<file path="config.mk">
export PLATFORM = sky130hd
export DESIGN_NAME = mono_bitmap_pixel_expander
export DESIGN_NICKNAME = d
export VERILOG_FILES = /design/src/rtl/core/mbpe_pkg.sv /design/src/rtl/core/mbpe_front.sv /design/src/rtl/core/mbpe_queue.sv /design/src/rtl/core/mbpe_back.sv /design/src/rtl/core/mono_bitmap_pixel_expander.sv
export SDC_FILE = /design/constraint.sdc
export NUM_CORES = 1
export LEC_CHECK = 0
export BUFFER_PORTS_ARGS = -buffer_cell sky130_fd_sc_hd__clkbuf_2
export CAP_MARGIN = 40
export CORE_MARGIN = 3
export CORE_UTILIZATION = 50
export DETAILED_ROUTE_END_ITERATION = 16
export GPL_ROUTABILITY_DRIVEN = 0
export PLACE_DENSITY = 0.66
export SLEW_MARGIN = 20
export SYNTH_ARGS = -nofsm -noshare
export SYNTH_HDL_FRONTEND = slang
export SYNTH_SLANG_ARGS = --single-unit
</file>
<file path="constraint.sdc">
create_clock -name clk -period 5.5 [get_ports clk]
set_input_delay 0.275 -clock clk [delete_from_list [all_inputs] [get_ports clk]]
set_output_delay 0.275 -clock clk [all_outputs]
set_load 0.005 [all_outputs]
</file>
<file path="src/rtl/core/mbpe_pkg.sv">
// Shared types and constants for the mono bitmap pixel expander.
`timescale 1ns / 1ps

package mbpe_pkg;

  // Display size defaults, in pixels
  localparam int DispColsDefault = 128;
  localparam int DispRowsDefault = 128;

  // Pixels carried by one bitmap byte
  localparam int PixPerByte = 8;

  // Entries in the queue between front and back end
  localparam int QueueDepth = 4;

  // Configuration port widths
  localparam int CfgIdxW  = 3;
  localparam int CfgDataW = 16;

  // Output field widths
  localparam int CoordW = 7;
  localparam int ColorW = 16;

  // Configuration register indexes
  typedef enum logic [CfgIdxW-1:0] {
    CFG_START_X      = 3'd0,
    CFG_START_Y      = 3'd1,
    CFG_IMAGE_WIDTH  = 3'd2,
    CFG_IMAGE_HEIGHT = 3'd3,
    CFG_DRAW_COLOR   = 3'd4
  } cfg_reg_t;

  // One classified byte: which of its pixels land on the display, and where
  typedef struct packed {
    logic [PixPerByte-1:0] mask;    // visible set bits, bit 0 leftmost
    logic [7:0]            x_base;  // display column of bit 0, wrapped to 8 bits
    logic [CoordW-1:0]     y;       // display row of the byte
    logic [ColorW-1:0]     color;   // draw colour at the time of the byte
  } entry_t;

endpackage

</file>
<file path="src/rtl/core/mbpe_front.sv">
// Front end: configuration registers, row/column counters and byte classification.
`timescale 1ns / 1ps

module mbpe_front #(
  parameter int DISPLAY_COLUMNS = mbpe_pkg::DispColsDefault,
  parameter int DISPLAY_ROWS    = mbpe_pkg::DispRowsDefault
) (
  input  logic                         clk,
  input  logic                         rst_n,
  input  logic                         cfg_we,
  input  logic [mbpe_pkg::CfgIdxW-1:0] cfg_index,
  input  logic [mbpe_pkg::CfgDataW-1:0] cfg_data,
  input  logic                         byte_accept,
  input  logic [7:0]                   bitmap_byte,
  output mbpe_pkg::entry_t             entry,
  output logic                         entry_vld
);

  localparam logic [8:0] ColLimit = 9'(DISPLAY_COLUMNS);
  localparam logic [8:0] RowLimit = 9'(DISPLAY_ROWS);

  logic [7:0]  start_x_r, start_y_r, image_width_r, image_height_r;
  logic [15:0] draw_color_r;
  logic [4:0]  byte_column_r, byte_column_nxt;
  logic [7:0]  row_index_r, row_index_nxt;

  logic [5:0]  bytes_per_row;
  logic [7:0]  col_base;
  logic [7:0]  y_disp;
  logic        y_ok;
  logic [mbpe_pkg::PixPerByte-1:0] vis;
  logic [7:0]  lane_col [mbpe_pkg::PixPerByte];
  logic [7:0]  lane_x   [mbpe_pkg::PixPerByte];

  // Configuration registers
  always_ff @(posedge clk) begin
    if (!rst_n) begin
      start_x_r      <= 8'd0;
      start_y_r      <= 8'd0;
      image_width_r  <= 8'd8;
      image_height_r <= 8'd1;
      draw_color_r   <= 16'hFFFF;
    end else if (cfg_we) begin
      unique case (mbpe_pkg::cfg_reg_t'(cfg_index))
        mbpe_pkg::CFG_START_X:      start_x_r      <= cfg_data[7:0];
        mbpe_pkg::CFG_START_Y:      start_y_r      <= cfg_data[7:0];
        mbpe_pkg::CFG_IMAGE_WIDTH:  image_width_r  <= cfg_data[7:0];
        mbpe_pkg::CFG_IMAGE_HEIGHT: image_height_r <= cfg_data[7:0];
        mbpe_pkg::CFG_DRAW_COLOR:   draw_color_r   <= cfg_data;
        default: ;
      endcase
    end
  end

  // Per-lane visibility of the eight pixels of this byte
  always_comb begin
    bytes_per_row = 6'((({1'b0, image_width_r}) + 9'd7) >> 3);
    col_base      = {byte_column_r, 3'b000};
    y_disp        = start_y_r + row_index_r;
    y_ok          = {1'b0, y_disp} < RowLimit;
    for (int b = 0; b < mbpe_pkg::PixPerByte; b++) begin
      lane_col[b] = col_base | 8'(b);
      lane_x[b]   = start_x_r + lane_col[b];
      vis[b]      = bitmap_byte[b] && (lane_col[b] < image_width_r) &&
                    ({1'b0, lane_x[b]} < ColLimit) && y_ok;
    end
  end

  assign entry.mask   = vis;
  assign entry.x_base = start_x_r + col_base;
  assign entry.y      = y_disp[mbpe_pkg::CoordW-1:0];
  assign entry.color  = draw_color_r;
  // bytes with nothing visible only move the counters
  assign entry_vld    = byte_accept && (|vis);

  // Row and column counters
  always_comb begin
    byte_column_nxt = byte_column_r;
    row_index_nxt   = row_index_r;
    if (byte_accept) begin
      if (({1'b0, byte_column_r} + 6'd1) >= bytes_per_row) begin
        byte_column_nxt = 5'd0;
        if (({1'b0, row_index_r} + 9'd1) >= {1'b0, image_height_r}) begin
          row_index_nxt = 8'd0;
        end else begin
          row_index_nxt = row_index_r + 8'd1;
        end
      end else begin
        byte_column_nxt = byte_column_r + 5'd1;
      end
    end
  end

  always_ff @(posedge clk) begin
    if (!rst_n) begin
      byte_column_r <= 5'd0;
      row_index_r   <= 8'd0;
    end else begin
      byte_column_r <= byte_column_nxt;
      row_index_r   <= row_index_nxt;
    end
  end

endmodule

</file>
<file path="src/rtl/core/mbpe_queue.sv">
// Short queue of classified bytes between front and back end.
`timescale 1ns / 1ps

module mbpe_queue (
  input  logic             clk,
  input  logic             rst_n,
  input  logic             push,
  input  mbpe_pkg::entry_t push_entry,
  output logic             full,
  input  logic             pop,
  output mbpe_pkg::entry_t head,
  output logic             empty
);

  localparam int PtrW = $clog2(mbpe_pkg::QueueDepth);
  localparam int CntW = $clog2(mbpe_pkg::QueueDepth + 1);
  localparam logic [CntW-1:0] Depth = CntW'(mbpe_pkg::QueueDepth);

  mbpe_pkg::entry_t mem [mbpe_pkg::QueueDepth];
  logic [PtrW-1:0]  wr_ptr_r, rd_ptr_r;
  logic [CntW-1:0]  count_r;
  logic             do_push, do_pop;

  assign full    = (count_r == Depth);
  assign empty   = (count_r == '0);
  assign do_push = push && !full;
  assign do_pop  = pop && !empty;
  assign head    = mem[rd_ptr_r];

  // Storage
  always_ff @(posedge clk) begin
    if (do_push) begin
      mem[wr_ptr_r] <= push_entry;
    end
  end

  // Pointers and fill count
  always_ff @(posedge clk) begin
    if (!rst_n) begin
      wr_ptr_r <= '0;
      rd_ptr_r <= '0;
      count_r  <= '0;
    end else begin
      if (do_push) begin
        wr_ptr_r <= (wr_ptr_r == PtrW'(mbpe_pkg::QueueDepth - 1)) ? '0 : wr_ptr_r + PtrW'(1);
      end
      if (do_pop) begin
        rd_ptr_r <= (rd_ptr_r == PtrW'(mbpe_pkg::QueueDepth - 1)) ? '0 : rd_ptr_r + PtrW'(1);
      end
      if (do_push && !do_pop) begin
        count_r <= count_r + CntW'(1);
      end else if (do_pop && !do_push) begin
        count_r <= count_r - CntW'(1);
      end
    end
  end

endmodule

</file>
<file path="src/rtl/core/mbpe_back.sv">
// Back end: walks the visible bits of a byte, one pixel beat per unstalled cycle.
`timescale 1ns / 1ps

module mbpe_back (
  input  logic                        clk,
  input  logic                        rst_n,
  input  mbpe_pkg::entry_t            q_head,
  input  logic                        q_empty,
  output logic                        q_pop,
  output logic                        out_empty,
  input  logic                        out_pop,
  output logic [mbpe_pkg::CoordW-1:0] out_pixel_x,
  output logic [mbpe_pkg::CoordW-1:0] out_pixel_y,
  output logic [mbpe_pkg::ColorW-1:0] out_pixel_color,
  output logic                        out_last_of_byte
);

  localparam int IdxW = $clog2(mbpe_pkg::PixPerByte);

  logic [mbpe_pkg::PixPerByte-1:0] cur_mask_r, cur_mask_nxt;
  logic [7:0]                      cur_xb_r;
  logic [mbpe_pkg::CoordW-1:0]     cur_y_r;
  logic [mbpe_pkg::ColorW-1:0]     cur_color_r;
  logic                            out_vld_r;

  logic                            slot_free, emit, cur_done;
  logic [IdxW-1:0]                 idx;
  logic [mbpe_pkg::PixPerByte-1:0] rest;
  logic [7:0]                      x_full;

  // Lowest visible bit goes first (leftmost pixel)
  always_comb begin
    idx = '0;
    for (int b = mbpe_pkg::PixPerByte - 1; b >= 0; b--) begin
      if (cur_mask_r[b]) begin
        idx = IdxW'(b);
      end
    end
  end

  always_comb begin
    slot_free    = !out_vld_r || out_pop;
    emit         = slot_free && (|cur_mask_r);
    rest         = cur_mask_r & ~(mbpe_pkg::PixPerByte'(1) << idx);
    cur_done     = (cur_mask_r == '0) || (emit && (rest == '0));
    q_pop        = cur_done && !q_empty;
    x_full       = cur_xb_r + 8'(idx);
    cur_mask_nxt = cur_mask_r;
    if (q_pop) begin
      cur_mask_nxt = q_head.mask;
    end else if (emit) begin
      cur_mask_nxt = rest;
    end
  end

  // Byte being expanded
  always_ff @(posedge clk) begin
    if (!rst_n) begin
      cur_mask_r <= '0;
    end else begin
      cur_mask_r <= cur_mask_nxt;
    end
  end

  always_ff @(posedge clk) begin
    if (q_pop) begin
      cur_xb_r    <= q_head.x_base;
      cur_y_r     <= q_head.y;
      cur_color_r <= q_head.color;
    end
  end

  // Output register
  always_ff @(posedge clk) begin
    if (!rst_n) begin
      out_vld_r <= 1'b0;
    end else if (emit) begin
      out_vld_r <= 1'b1;
    end else if (out_pop) begin
      out_vld_r <= 1'b0;
    end
  end

  always_ff @(posedge clk) begin
    if (emit) begin
      out_pixel_x      <= x_full[mbpe_pkg::CoordW-1:0];
      out_pixel_y      <= cur_y_r;
      out_pixel_color  <= cur_color_r;
      out_last_of_byte <= (rest == '0);
    end
  end

  assign out_empty = !out_vld_r;

endmodule

</file>
<file path="src/rtl/core/mono_bitmap_pixel_expander.sv">
// Top level of the mono bitmap pixel expander.
`timescale 1ns / 1ps

// Takes 1-bit-per-pixel bitmap bytes (row-major, rows padded to whole bytes,
// bit 0 leftmost) and issues one pixel write beat per visible set bit, left to
// right, with last_of_byte on the final beat of each byte. The front end
// classifies each byte it takes and updates the row/column counters, so
// bytes with no visible pixel give no beat and never enter the queue. Bytes
// with visible pixels wait in a four-entry queue; the back end then issues one
// pixel per cycle while the output is popped, up to 8 per byte, and
// back-to-back bytes stream with no gap between them. The output register lets
// a new byte enter while a pixel waits to be popped. Configuration writes are
// always ready and take effect on the next byte; write them only while no
// pixels are pending.
module mono_bitmap_pixel_expander #(
  parameter int DISPLAY_COLUMNS = mbpe_pkg::DispColsDefault,
  parameter int DISPLAY_ROWS    = mbpe_pkg::DispRowsDefault
) (
  input  logic                          clk,
  input  logic                          rst_n,
  // configuration
  input  logic                          cfg_valid,
  output logic                          cfg_ready,
  input  logic [mbpe_pkg::CfgIdxW-1:0]  cfg_index,
  input  logic [mbpe_pkg::CfgDataW-1:0] cfg_data,
  // bitmap bytes
  input  logic                          in_push,
  output logic                          in_full,
  input  logic [7:0]                    in_bitmap_byte,
  // pixel writes
  output logic                          out_empty,
  input  logic                          out_pop,
  output logic [mbpe_pkg::CoordW-1:0]   out_pixel_x,
  output logic [mbpe_pkg::CoordW-1:0]   out_pixel_y,
  output logic [mbpe_pkg::ColorW-1:0]   out_pixel_color,
  output logic                          out_last_of_byte
);

  mbpe_pkg::entry_t f_entry, q_head;
  logic             f_entry_vld, q_full, q_empty, q_pop;
  logic             byte_accept;

  assign cfg_ready   = 1'b1;
  assign in_full     = q_full;
  assign byte_accept = in_push && !q_full;

  mbpe_front #(
    .DISPLAY_COLUMNS (DISPLAY_COLUMNS),
    .DISPLAY_ROWS    (DISPLAY_ROWS)
  ) u_front (
    .clk         (clk),
    .rst_n       (rst_n),
    .cfg_we      (cfg_valid && cfg_ready),
    .cfg_index   (cfg_index),
    .cfg_data    (cfg_data),
    .byte_accept (byte_accept),
    .bitmap_byte (in_bitmap_byte),
    .entry       (f_entry),
    .entry_vld   (f_entry_vld)
  );

  mbpe_queue u_queue (
    .clk        (clk),
    .rst_n      (rst_n),
    .push       (f_entry_vld),
    .push_entry (f_entry),
    .full       (q_full),
    .pop        (q_pop),
    .head       (q_head),
    .empty      (q_empty)
  );

  mbpe_back u_back (
    .clk              (clk),
    .rst_n            (rst_n),
    .q_head           (q_head),
    .q_empty          (q_empty),
    .q_pop            (q_pop),
    .out_empty        (out_empty),
    .out_pop          (out_pop),
    .out_pixel_x      (out_pixel_x),
    .out_pixel_y      (out_pixel_y),
    .out_pixel_color  (out_pixel_color),
    .out_last_of_byte (out_last_of_byte)
  );

endmodule
</file>
== After elaboration in Yosys (flattened, before gate mapping) ==
Memory sizes are Yosys's and may differ from the RTL's. A register that Yosys moved wholly into a read port is not among the register bits.
Index checks and enable logic that the tools add are counted.

* Input port bits: 32
* Memories: 1
* RAM bits: 156
* Register bits: 138

{| class="wikitable"
|+ Memory list
! memory !! words !! bits a word !! read ports !! clocked after Yosys merged registers in !! wr ports !! RTL line !! RTL
|-
| u_queue.mem || 4 || 39 || 1 || 1 || 1 || mbpe_queue.sv:19 || <nowiki>mbpe_pkg::entry_t mem [mbpe_pkg::QueueDepth];</nowiki>
|}

* Multiplexer cells: 22
* Order comparisons: 19
* Reduce and logical (&&, ||, !) cells: 55
* Eq/ne operators: 7
* Bitwise logic cells: 2
* Add/sub/neg operators: 19
* Shift-type cells: 1

{| class="wikitable"
|+ Operators with widths
! kind !! number
|-
| $add 8x8->8 || 9
|-
| $lt 8x8->1 const B || 9
|-
| $lt 8x8->1 || 8
|-
| $logic_and 1x1->1 || 33
|-
| $mux 3 || 10
|-
| $mux 8 || 3
|-
| $logic_not 8->1 || 2
|-
| $reduce_or 8->1 || 2
|-
| $reduce_and 2->1 || 6
|-
| $add 8x1->9 const B || 1
|-
| $add 8x3->9 const B || 1
|-
| $ge 9x8->1 || 1
|-
| $add 8x1->8 const B || 1
|-
| $and 8x8->8 || 1
|-
| $mux 2 || 4
|-
| $not 8->8 || 1
|-
| $shl 1x3->8 const A || 1
|-
| $add 7x3->7 || 1
|-
| $add 5x1->6 const B || 1
|-
| $eq 3x2->1 const B || 2
|-
| $eq 3x3->1 const B || 2
|-
| $ge 6x6->1 || 1
|-
| $logic_not 3->1 || 2
|-
| $reduce_bool 2->1 || 3
|-
| other kinds (10) || 20
|}

== Depth between registers and ports, before layout ==
Gate-level depths: netlist of the first run.

* Depth in word-level cells: 19
* Gate-level depth with buffers: 14

== By module ==
From an unflattened synthesis of the first run, not the netlist that was laid out.

* Cell total of the unflattened synthesis: 872
* Area total of the unflattened synthesis: 12375.6 sq um

{| class="wikitable"
|+ Modules (own cells, without submodules)
! module !! area each (sq um) !! seq. area each (sq um) !! instances !! cells an instance
|-
| mbpe_queue || 6093.3 || 4864.7 || 1 || 254
|-
| mbpe_front || 3691.0 || 1221.2 || 1 || 459
|-
| mbpe_back || 2566.2 || 2011.9 || 1 || 156
|-
| mono_bitmap_pixel_expander || 25.0 || 0.0 || 1 || 3
|}

== Worst setup path before layout of the first run ==
No wires, ideal clock.

* Path kind: register -> register
* Start: reg u_back.cur_mask_r[0] in the netlist's numbering
* End: reg u_queue.count_r[2]
* Buffers on the path: 1
* Arrival time: 4081 ps
* Required time: 5430 ps
* Cell stages (with the launch flop): 14
* Slack: 1349 ps
* Cell sequence: dfxtp_1 clkbuf_1 nor4_1 nand2_1 o21ai_0 a22oi_1 o31a_1 nor2_1 inv_1 ha_1 fa_1 xnor2_1 or3_1 a21oi_1

* Word-level cells in the longest chain between the ends: 12
* Elaborated cells on any way between the ends: 17
* Classes of those cells: 1 x shift; 2 x mux; 2 x bitwise; 12 x reduce/logical

{| class="wikitable"
|+ RTL lines
! element !! RTL line !! RTL
|-
| start: declaration || mbpe_back.sv:20 || <nowiki>logic [mbpe_pkg::PixPerByte-1:0] cur_mask_r, cur_mask_nxt;</nowiki>
|-
| start signal: assignment || mbpe_back.sv:61 || <nowiki>cur_mask_r <= cur_mask_nxt;</nowiki>
|-
| $mux 3 || mbpe_back.sv:35 || <nowiki>if (cur_mask_r[b]) begin</nowiki>
|-
| $shl 1x3->8 || mbpe_back.sv:44 || <nowiki>rest = cur_mask_r & ~(mbpe_pkg::PixPerByte'(1) << idx);</nowiki>
|-
| $not 8->8 || mbpe_back.sv:44 ||
|-
| $and 8x8->8 || mbpe_back.sv:44 ||
|-
| $logic_not 8->1 || mbpe_back.sv:45 || <nowiki>cur_done = (cur_mask_r == '0) || (emit && (rest == '0));</nowiki>
|-
| $logic_and 1x1->1 || mbpe_back.sv:45 ||
|-
| $logic_or 1x1->1 (*) || mbpe_back.sv:45 ||
|-
| $logic_and 1x1->1 (*) || mbpe_back.sv:46 || <nowiki>q_pop = cur_done && !q_empty;</nowiki>
|-
| $logic_and 1x1->1 (*) || mbpe_queue.sv:27 || <nowiki>assign do_pop = pop && !empty;</nowiki>
|-
| $logic_not 1->1 || mbpe_queue.sv:50 || <nowiki>if (do_push && !do_pop) begin</nowiki>
|-
| $logic_and 1x1->1 || mbpe_queue.sv:50 ||
|-
| $mux 3 or $reduce_bool 2->1 (tied branches) || - ||
|-
| end signal: assignment || mbpe_queue.sv:51 || <nowiki>count_r <= count_r + CntW'(1);</nowiki>
|-
| end signal: assignment || mbpe_queue.sv:53 || <nowiki>count_r <= count_r - CntW'(1);</nowiki>
|-
| end: declaration || mbpe_queue.sv:21 || <nowiki>logic [CntW-1:0] count_r;</nowiki>
|}

Every way passes the cells marked *; elsewhere a longest branch is shown, timed or not.
A chain may end at the register's enable or synchronous reset.

== Worst setup path in the final report of the first run ==
* Start: reg u_front.byte_column_r[0]
* End: reg u_queue.count_r[2]

* Word-level cells in the longest chain between the ends: 10
* Elaborated cells on any way between the ends: 56
* Classes of those cells: 8 x add/sub; 16 x order compare; 1 x mux; 31 x reduce/logical

{| class="wikitable"
|+ RTL lines
! element !! RTL line !! RTL
|-
| start: declaration || mbpe_front.sv:24 || <nowiki>logic [4:0] byte_column_r, byte_column_nxt;</nowiki>
|-
| start signal: assignment || mbpe_front.sv:99 || <nowiki>byte_column_r <= byte_column_nxt;</nowiki>
|-
| $add 8x8->8 or $lt 8x8->1 (tied branches) || mbpe_front.sv:63, mbpe_front.sv:64 ||
|-
| $lt 8x8->1 or $logic_and 1x1->1 (tied branches) || mbpe_front.sv:65, mbpe_front.sv:64 ||
|-
| $logic_and 1x1->1 || mbpe_front.sv:64 || <nowiki>vis[b] = bitmap_byte[b] && (lane_col[b] < image_width_r) &&</nowiki>
|-
| $logic_and 1x1->1 || mbpe_front.sv:65 || <nowiki>({1'b0, lane_x[b]} < ColLimit) && y_ok;</nowiki>
|-
| $reduce_or 8->1 (*) || mbpe_front.sv:74 || <nowiki>assign entry_vld = byte_accept && (|vis);</nowiki>
|-
| $logic_and 1x1->1 (*) || mbpe_front.sv:74 ||
|-
| $logic_and 1x1->1 (*) || mbpe_queue.sv:26 || <nowiki>assign do_push = push && !full;</nowiki>
|-
| named net u_queue.do_push || mbpe_queue.sv:22 || <nowiki>logic do_push, do_pop;</nowiki>
|-
| $logic_not 1->1 || mbpe_queue.sv:52 || <nowiki>end else if (do_pop && !do_push) begin</nowiki>
|-
| $logic_and 1x1->1 || mbpe_queue.sv:52 ||
|-
| $reduce_bool 2->1 (no line) || - ||
|}

The timed path passes the listed nets; every way through them passes the cells marked *.

==> results of run 1 <==
==> worst max path at each step <==
stage | end | cells after the start | from
4_1_cts | u_queue.count_r[2]$_SDFFE_PN0P_ | 13 | u_front.byte_column_r[0]$_SDFFE_PN0P_
2_1_floorplan | u_queue.count_r[2]$_SDFFE_PN0P_ | 13 | u_back.cur_mask_r[0]$_SDFFE_PN0P_
6_report | u_queue.count_r[2]$_SDFFE_PN0P_ | 13 | u_front.byte_column_r[0]$_SDFFE_PN0P_
3_5_place_dp | u_queue.count_r[2]$_SDFFE_PN0P_ | 13 | u_front.byte_column_r[0]$_SDFFE_PN0P_
5_1_grt | u_queue.count_r[2]$_SDFFE_PN0P_ | 13 | u_front.byte_column_r[0]$_SDFFE_PN0P_
3_3_place_gp | u_queue.count_r[2]$_SDFFE_PN0P_ | 13 | u_front.byte_column_r[0]$_SDFFE_PN0P_
==> worst min-delay path, stage by stage <==
cell and delay [ps]:
clkbuf_2 170, nand2_1 90, a21oi_1 50
==> what timing repair did <==
item                                   4_1_cts  5_1_grt
resized for setup                            0        0
hold buffers                                 8        0
endpoints found under the hold margin        8        0
==> metrics by stage <==
step / instances / hold WS [ps]
2_1_floorplan: 899 / 399
4_1_cts: 1325 / 64.9
3_5_place_dp: 1261 / 405
3_3_place_gp: 1260 / 402
5_1_grt: 1326 / 92.2
6_report: 1326 / 85.6
==> cells by family (layout without fill, tap and decap cells) <==
group                      count (synthesis)  in the layout  share of synthesized area
adders and majority gates                 46             46                     0.0497
muxes                                     39             39                     0.0710
AOI/OAI and AO/OA                        142            142                     0.0729
and+or+nand+nor                          270            270                      0.102
xor gates and xnor gates                  35             35                     0.0251
buffers and inverters                     74            182                     0.0244
DFF                                      292            292                      0.654
other                                      1              1                   0.000307
==> report_power, final <==
group          switching (uW)  leakage (uW)  internal, uW  total, uW
clock                     794      0.000470          1110       1900
combinational             938       0.00195           610       1550
sequential                152       0.00254          2990       3140
==> sequential cells by signal (all words and copies together), names as in the netlist, 2 cells and up, named ones only <==
name                    cells
u_back.out_pixel_y          7
u_front.row_index_r         8
u_front.image_height_r      8
u_queue.count_r             3
u_back.cur_color_r         16
u_front.image_width_r       8
u_queue.rd_ptr_r            2
u_back.out_pixel_x          7
u_back.cur_mask_r           8
u_back.cur_xb_r             7
u_queue.mem               152
u_back.cur_y_r              7
u_front.byte_column_r       5
u_front.start_y_r           8
u_back.out_pixel_color     16
u_front.draw_color_r       16
u_front.start_x_r           8
u_queue.wr_ptr_r            2
==> area by class of cell <==
type	instances	area share
inverter	40	0.0108
sequential	292	0.573
timing repair buffer	86	0.0376
tap	319	0.0287
clock inverter	14	0.00791
multi-input combinational	533	0.282
clock buffer	42	0.0600
==> layer usage <==
layer  vias up  part of all wire
met3        42             0.047
met4         0             0.021
met2       163              0.47
met1      3456              0.46
li1       3507                 -
met5         -                 0
==> cells in the final DEF, fill, tap and decap left out, types with 4 or more instances in the layout <==
cell type	netlist	final
clkbuf_16	0	30
or4_1	4	4
dfxtp_1	79	78
and2_1	11	11
clkinv_2	0	7
mux4_2	38	38
nand4_1	7	7
nor2_1	34	33
fa_1	4	4
clkbuf_1	24	8
o21a_1	4	4
o2111ai_1	4	4
dlygate4sd3_1	0	8
edfxtp_1	213	213
o211ai_1	4	4
nand2_1	126	126
xor2_1	11	11
o21ai_0	26	26
ha_1	42	42
nor2b_1	7	7
or3_1	5	5
a21o_1	11	11
a21oi_1	65	65
buf_4	1	12
and3_1	9	9
clkbuf_8	0	4
nand2b_1	5	5
xnor2_1	24	24
nor3_1	9	9
clkbuf_2	0	64
inv_1	40	40
nand3_1	41	41
==> impl_metrics.yaml, run 1 <==
status:
  status: "completed"
detailed_routing:
  routedWlPerCell_um: 17.7
  first_pass_iters: 5
  drc_errors: 0
  vias_per_cell: 5.41
  drt-total-wl_mm: 23.4
  route.vias.total: 7168
  ant_nets: 0
  drtIter0Drc: 455
finish:
  stdcell_area_sq_um: 13900
  syn2layout_area_growth_pct: 14.1
  seq_area_sq_um: 7980
  nFillCells: 1888
  multi_input_area_sq_um: 3920
  fin_nets: 1061
  final_util: 0.586
  diodes: 0
  drive_above_1_share: 0.170
worst_setup_path:
  worstSetupPathType: "reg2reg"
  r2r_cells: 13
  r2r_setup_slack_ps: 1410
  critPathMaxStageDelay_ps: 480
  cpLargestDelayFamily: "compound AO/OA/AOI/OAI gates"
  critical-path-slowest-cell: "o41a_1"
  end_kind: "flip-flop"
  path_cells: "ha_1 > fa_1 > a21o_1 > a221oi_2 > xor2_1 > nor3b_1 > o41a_1 > o311a_1 > ha_1 > fa_1 > xnor2_1 > or3_1 > a21oi_1"
  cp_max_fo: 7
  cp.required_ps: 5980
  crit-reg2reg-capture: "u_queue.count_r[2]$_SDFFE_PN0P_"
  setup.worst_path.start_class: "flip-flop"
  r2r_start: "u_front.byte_column_r[0]$_SDFFE_PN0P_"
  crit_arrival_ps: 4570
  critPathBufInv: 0
timing:
  rsz0062_at_grt: "no"
  slew_headroom: 0.445
  worstMarginPinSlew_ps: 825
  min_period_over_period: 0.744
  fmax_mhz: 244
  finalSetupTns_ps: 0
  finalSetupViolCount: 0
  maxSlewViolCount: 0
  period_minus_slack_ps: 4090
  hold_viol: 0
  fin_skew_ps: 10.5
  setup_ws_ps: 1410
clock_tree:
  cts_max_level: 1
  cts-root-buf: "clkbuf_16"
  clkSlewWorstSetupHoldPaths_ps: 60
  cts_buffer_depth: 3
  cts_buffers: 30
  tritoncts: "done"
  post_cts.repair.setup_buffers: 0
  cts.sink_count: 292
  clock_latency_ps: 550
pwr:
  peakVddDrop_mv: 0.325
  totalPowerFinal_uw: 6590
  powerDensity_nw_per_um2: 473
  power_leakage_uw: 0.00496
synth:
  synth.area.top_cells: "edfxtp_1, dfxtp_1, mux4_2"
  syn_area_sq_um: 12200
  syn-num-nets: 977
  synth-edff-count: 213
  synth_cells: 899
  synth_flop_cell: "edfxtp_1"
  synth_seq_cells: 292
  async_flop_share: 0
  yosysSeqAreaShare: 0.654
  synth_most_common_cell: "edfxtp_1"
  synth_common_cells: "edfxtp_1, nand2_1, dfxtp_1"
  yosysWarningCount: 0
  synth.avg_cell_area_sq_um: 13.6
  synth.distinct_cells: 61
  synth_area_leader_cell: "edfxtp_1"
  synth_top_area_frac: 0.524
grt:
  grt.total_usage: 0.183
  grtUsageMet3: 0.0235
  grt_pass1_vias: 6941
  grt-busiest-layer: "met2"
  gr-total-overflow: 0
  gr-usage-met2: 0.300
  grt_pass1_wl_mm: 38.0
  grt_max_degree: 39
  use_met1: 0.261
  antenna_found_initial: 0
floorplan:
  fp.dieW_um: 162
  pin_count: 66
  core_area_sq_um: 23800
  row_count: 56
  initial_core_util: 0.513
  fp.dieH_um: 162
  die-area_sq_um: 26300
hold_path:
  hp-class: "in2reg"
  hp-start: "cfg_data[4]"
  hold_end: "u_front.image_width_r[4]$_SDFFE_PN0P_"
  holdPathStages: 3
placement:
  port_buffers: 64
  dp_hpwl_mm: 15.0
  place_area_sq_um: 12900
  place_ws_ps: 1420
flow_run:
  cap_violations: 0
No activity file was read; power rests on OpenSTA's default activity.
==> run 2, diff against run 1 <==
- PLACE_DENSITY: 0.66 -> 0.69
- clock period: 5.5 -> 3.3 ns (I/O delays scaled with it)
==> run 2 against run 1 <==
Effect of this change: the run now ends with negative setup slack left; final cell count up 3.8%; die area did not move; first-iteration DRC count is 15% higher; via count grew 4.1%; maximum frequency is 16% higher; global-route usage rose by 0.41 points; count of clock-buffer cells in the layout fell by 4; clock power up 75%; total power increased by 72%; non-clock buffer count increased by 52; critical path depth stayed put; core utilization grew 2.6 points; critical path type unchanged.
==> impl_metrics.yaml, run 2 (same netlist as run 1, synthesis figures left out) <==
status:
  status: "complete, but fails checks"
  violations: "negative setup slack"
floorplan:
  row_count: 56
  initial_core_util: 0.513
  fp.dieW_um: 162
  core_area_sq_um: 23800
  die-area_sq_um: 26300
  pin_count: 66
  fp.dieH_um: 162
hold_path:
  hp-class: "in2reg"
  holdPathStages: 4
  hold_end: "u_front.image_width_r[7]$_SDFFE_PN0P_"
  hp-start: "cfg_index[0]"
grt:
  grt_pass1_vias: 7392
  gr-total-overflow: 0
  grt_pass1_wl_mm: 39.0
  grt.total_usage: 0.187
  grt_max_degree: 39
  antenna_found_initial: 0
worst_setup_path:
  critPathBufInv: 0
  end_kind: "flip-flop"
  path_cells: "ha_4 > fa_2 > a21o_4 > a221oi_2 > xnor2_1 > o311a_1 > o41a_1 > o311a_1 > ha_2 > fa_2 > xnor2_1 > or3_1 > a21oi_1"
  worstSetupPathType: "reg2reg"
  setup.worst_path.start_class: "flip-flop"
  crit_arrival_ps: 4020
  r2r_setup_slack_ps: -240
  cp.required_ps: 3780
  r2r_start: "u_front.byte_column_r[0]$_SDFFE_PN0P_"
  cp_max_fo: 5
  cpLargestDelayFamily: "compound AO/OA/AOI/OAI gates"
  crit-reg2reg-capture: "u_queue.count_r[2]$_SDFFE_PN0P_"
  critPathMaxStageDelay_ps: 440
  critical-path-slowest-cell: "o41a_1"
  r2r_cells: 13
finish:
  drive_above_1_share: 0.219
  final_util: 0.612
  layout_commonest_cell: "edfxtp_1"
  regMostFlops: "u_queue.mem"
  fin_nets: 1112
  largest_reg_flops: 152
  syn2layout_area_growth_pct: 19.3
  final_cell_mix: "edfxtp_1, nand2_1, dfxtp_1"
  diodes: 0
detailed_routing:
  drtIter0Drc: 522
  vias_per_cell: 5.42
  drt-total-wl_mm: 24.5
  first_pass_iters: 5
  drc_errors: 0
  routedWlPerCell_um: 17.8
  route.vias.total: 7459
  ant_nets: 0
clock_tree:
  cts-root-buf: "clkbuf_16"
  clock_latency_ps: 550
  cts_max_level: 1
  cts_buffers: 29
  cts_buffer_depth: 3
  clkSlewWorstSetupHoldPaths_ps: 60
  cts.sink_count: 292
  tritoncts: "done"
pwr:
  powerDensity_nw_per_um2: 780
  power_leakage_uw: 0.00526
  peakVddDrop_mv: 0.463
placement:
  port_buffers: 64
  dp_hpwl_mm: 15.9
timing:
  maxSlewViolCount: 0
  fin_hold_ws_ps: 152
  setup_ws_ps: -242
  slew_headroom: 0.504
  finalSetupViolCount: 2
  period_minus_slack_ps: 3540
  rsz0062_at_grt: "yes"
  fmax_mhz: 282
  finalSetupTns_ps: -324
  worstMarginPinSlew_ps: 736
  hold_viol: 0
  fin_skew_ps: 11.9
  min_period_over_period: 1.07
flow_run:
  cap_violations: 0
[run 2: changes by cell type in the layout (fill, tap and decap cells not counted), moves of 3 or more]
cell / before / now
and2_1: 11 / 7
and2_2: 0 / 3
buf_12: 0 / 5
buf_4: 12 / 47
buf_6: 0 / 3
bufinv_16: 1 / 4
clkinv_2: 7 / 4
dfxtp_1: 78 / 75
dfxtp_2: 1 / 4
dlygate4sd3_1: 8 / 17
[run 2: repair_timing]
action | CTS | global route
pin swaps | 0 | 2
cloned | 0 | 2
gates resized for setup | 7 | 10
setup endpoints to repair | 3 | 161
setup buffers | 1 | 3
hold endpoints to repair | 38 | 0
hold buffers | 17 | 0
[run 2: cell type report]
cell class / count / area (sq um)
multi-input cells: 533 / 4010
fillers: 1788 / 9210
clock buffers: 38 / 779
repair buffers: 138 / 1030
flip-flops and latches: 292 / 7980
well taps: 319 / 399
inverters: 40 / 150
clock inverters: 16 / 196
[run 2: how the worst max path moves through the flow]
| stage | from | end | slack (ps) | cells past startpoint |
|---|---|---|---|---|
| floorplan | u_front.byte_column_r[0]$_SDFFE_PN0P_ | u_queue.count_r[2]$_SDFFE_PN0P_ | -200 | 13 |
| global placement | u_front.start_x_r[3]$_SDFFE_PN0P_ | u_queue.count_r[2]$_SDFFE_PN0P_ | -230 | 13 |
| detailed placement | u_front.start_x_r[3]$_SDFFE_PN0P_ | u_queue.count_r[2]$_SDFFE_PN0P_ | -240 | 13 |
| CTS | u_front.byte_column_r[0]$_SDFFE_PN0P_ | u_queue.count_r[2]$_SDFFE_PN0P_ | -220 | 13 |
| global route | u_front.byte_column_r[0]$_SDFFE_PN0P_ | u_queue.count_r[2]$_SDFFE_PN0P_ | -370 | 13 |
| finish | u_front.byte_column_r[0]$_SDFFE_PN0P_ | u_queue.count_r[2]$_SDFFE_PN0P_ | -240 | 13 |
[run 2: worst min-delay path, delay by kind of cell]
| family | cells | cell delay, ps |
|---|---|---|
| AND/OR/NAND/NOR | 2 | 260 |
| buffers and inverters | 1 | 160 |
| AO/OA/AOI/OAI | 1 | 50 |
[run 2: routing by layer]
layer / GRT usage / up-vias / wire length [um]
li1: - / 3609 / -
met1: 0.257 / 3613 / 10900
met2: 0.314 / 200 / 12000
met3: 0.0293 / 37 / 1170
met4: 0.0481 / 0 / 462
met5: 0 / - / 0
[run 2: through the flow]
step,power (uW),worst slack (ps),cell area [sq um],std cells
5_1_grt,12000,-374,14500,1376
6_report,11300,-242,14500,1376
2_1_floorplan,7040,-199,12200,899
4_1_cts,11400,-217,14400,1373
3_3_place_gp,7980,-235,13300,1300
3_5_place_dp,8050,-244,13300,1301
[run 2: power by group]
part	internal (uW)	switching [uW]	leakage, uW
clock network	1980	1340	0.000473
registers	4980	258	0.00255
logic	1170	1620	0.00224
==> run 3, diff against run 2 <==
- PLACE_DENSITY: 0.69 -> not set
- PLACE_DENSITY_LB_ADDON: not set -> 0.05
- SETUP_SLACK_MARGIN: not set -> 0.3
- SKIP_LAST_GASP: not set -> 1
==> run 3 against run 2 <==
Effect of this change: critical path depth unchanged; clock skew up 7.3 ps; maximum frequency shrank 2.9%; critical path type unchanged; sequential cell count unchanged; the run still ends with negative setup slack left; via count up 7.6%; critical endpoint unchanged; clock power down 2%.
==> impl_metrics.yaml, run 3 (same netlist as run 1, synthesis figures left out) <==
pwr:
  power_leakage_uw: 0.00571
  clockPowerShare: 0.274
  powerDensity_nw_per_um2: 762
  seq_power_share: 0.440
  intPower_uw: 8410
  peakVddDrop_mv: 0.439
  netSwitchingFraction: 0.293
  power_switching_uw: 3490
  p_comb_frac: 0.286
worst_setup_path:
  critPathMaxStageDelay_ps: 440
  setup.worst_path.start_class: "flip-flop"
  path_cells: "ha_4 > fa_2 > a21o_4 > a221oi_2 > xnor2_1 > o311a_1 > o41a_1 > o311a_1 > ha_4 > fa_2 > xnor2_1 > or3_1 > a21oi_2"
  crit_arrival_ps: 4120
  critical-path-slowest-cell: "o41a_1"
  critPathBufInv: 0
  cpLargestDelayFamily: "compound AO/OA/AOI/OAI gates"
  cp_max_fo: 5
  cp.required_ps: 3770
  worstSetupPathType: "reg2reg"
  end_kind: "flip-flop"
floorplan:
  fp.dieW_um: 162
  row_count: 56
  pin_count: 66
  die-area_sq_um: 26300
  core_area_sq_um: 23800
  initial_core_util: 0.513
  fp.dieH_um: 162
status:
  violations: "negative setup slack"
  status: "complete, but fails checks"
clock_tree:
  cts-root-buf: "clkbuf_16"
  clock_latency_ps: 560
  clkSlewWorstSetupHoldPaths_ps: 60
  cts.sink_count: 292
  cts_buffer_depth: 3
  cts_max_level: 1
  cts_buffers: 30
  tritoncts: "done"
grt:
  grt_pass1_vias: 8112
  antenna_found_initial: 0
  gr-total-overflow: 0
  grt_pass1_wl_mm: 45.1
  grt.total_usage: 0.223
  grt_max_degree: 49
timing:
  worstMarginPinSlew_ps: 781
  maxSlewViolCount: 0
  setup_ws_ps: -347
  fin_skew_ps: 19.2
  min_period_over_period: 1.11
  fmax_mhz: 274
  fin_hold_ws_ps: 47.4
  finalSetupViolCount: 154
  period_minus_slack_ps: 3650
  hold_viol: 0
  slew_headroom: 0.475
  rsz0062_at_grt: "yes"
finish:
  fin_nets: 1156
  final_util: 0.658
  multi_input_area_sq_um: 4110
  nFillCells: 1711
  seq_area_sq_um: 7980
  layout_commonest_cell: "edfxtp_1"
  syn2layout_area_growth_pct: 28.1
  drive_above_1_share: 0.261
  final_cell_mix: "edfxtp_1, nand2_1, dfxtp_1"
  diodes: 0
  regMostFlops: "u_queue.mem"
  stdcell_count: 1420
  stdcell_area_sq_um: 15600
  largest_reg_flops: 152
detailed_routing:
  drtIter0Drc: 632
  drc_errors: 0
  routedWlPerCell_um: 20.6
  route.vias.total: 8024
  drt-total-wl_mm: 29.2
  ant_nets: 0
  first_pass_iters: 5
  vias_per_cell: 5.65
placement:
  place_inst: 1295
  dp_hpwl_mm: 16.3
  place_area_sq_um: 13200
  port_buffers: 64
hold_path:
  hp-class: "in2reg"
flow_run:
  cap_violations: 0
[run 3: area by class of cell]
type | count | area share
tap | 319 | 0.0256
inverter | 40 | 0.00961
clock inverter | 11 | 0.00753
clock buffer | 44 | 0.0534
timing repair buffer | 181 | 0.130
sequential | 292 | 0.511
multi-input combinational | 533 | 0.263
[run 3: final timing paths]
| check | start | to | slack [ps] | cells after the start |
|---|---|---|---|---|
| max | u_front.start_x_r[3]$_SDFFE_PN0P_ | u_queue.count_r[2]$_SDFFE_PN0P_ | -350 | 13 |
| min | out_pop | u_back.out_vld_r$_SDFFE_PN0P_ | 50 | 3 |
| max reg2reg | u_front.start_x_r[3]$_SDFFE_PN0P_ | u_queue.count_r[2]$_SDFFE_PN0P_ | -350 | 13 |
| min reg2reg | u_back.cur_color_r[10]$_DFFE_PN_ | u_back.out_pixel_color[10]$_DFFE_PP_ | 420 | 0 |
[run 3: power by group through the flow]
stage	logic, uW	clock network (uW)	registers [uW]
after floorplan	1770	0	5270
after global placement	2700	0	5270
after detailed placement	2790	0	5310
after CTS	3330	3310	5230
after global routing	3720	3480	5300
final	3410	3260	5240
[run 3: what timing repair did]
action	4_1_cts	5_1_grt
resized for setup	52	25
setup endpoints to repair	163	165
hold buffers	16	0
pin swaps	5	6
endpoints found under the hold margin	44	0
gates cloned	26	2
setup buffers	21	5
[run 3: worst reg2reg max path: cells and delay by family (launching register included)]
| family | cells | cell delay [ps] |
|---|---|---|
| xor+xnor | 2 | 260 |
| flops | 1 | 340 |
| simple gates | 1 | 340 |
| compound gates | 6 | 1600 |
| fa+ha+maj | 4 | 1020 |
[run 3: stage by stage]
step / total power, uW / TNS [ps] / setup WS [ps]
after global routing: 12500 / -45280 / -485
after CTS: 11900 / -9800 / -332
after detailed placement: 8100 / -596 / -386
after global placement: 7980 / -268 / -207
final: 11900 / -32090 / -347
after floorplan: 7040 / -265 / -199
[run 3: layer usage]
layer	wire length, um	track usage	vias up	share of wire
li1	-	-	3713	-
met1	12400	0.307	3964	0.43
met2	14000	0.362	289	0.48
met3	1950	0.0377	58	0.067
met4	851	0.0799	0	0.029
met5	0	0	-	0
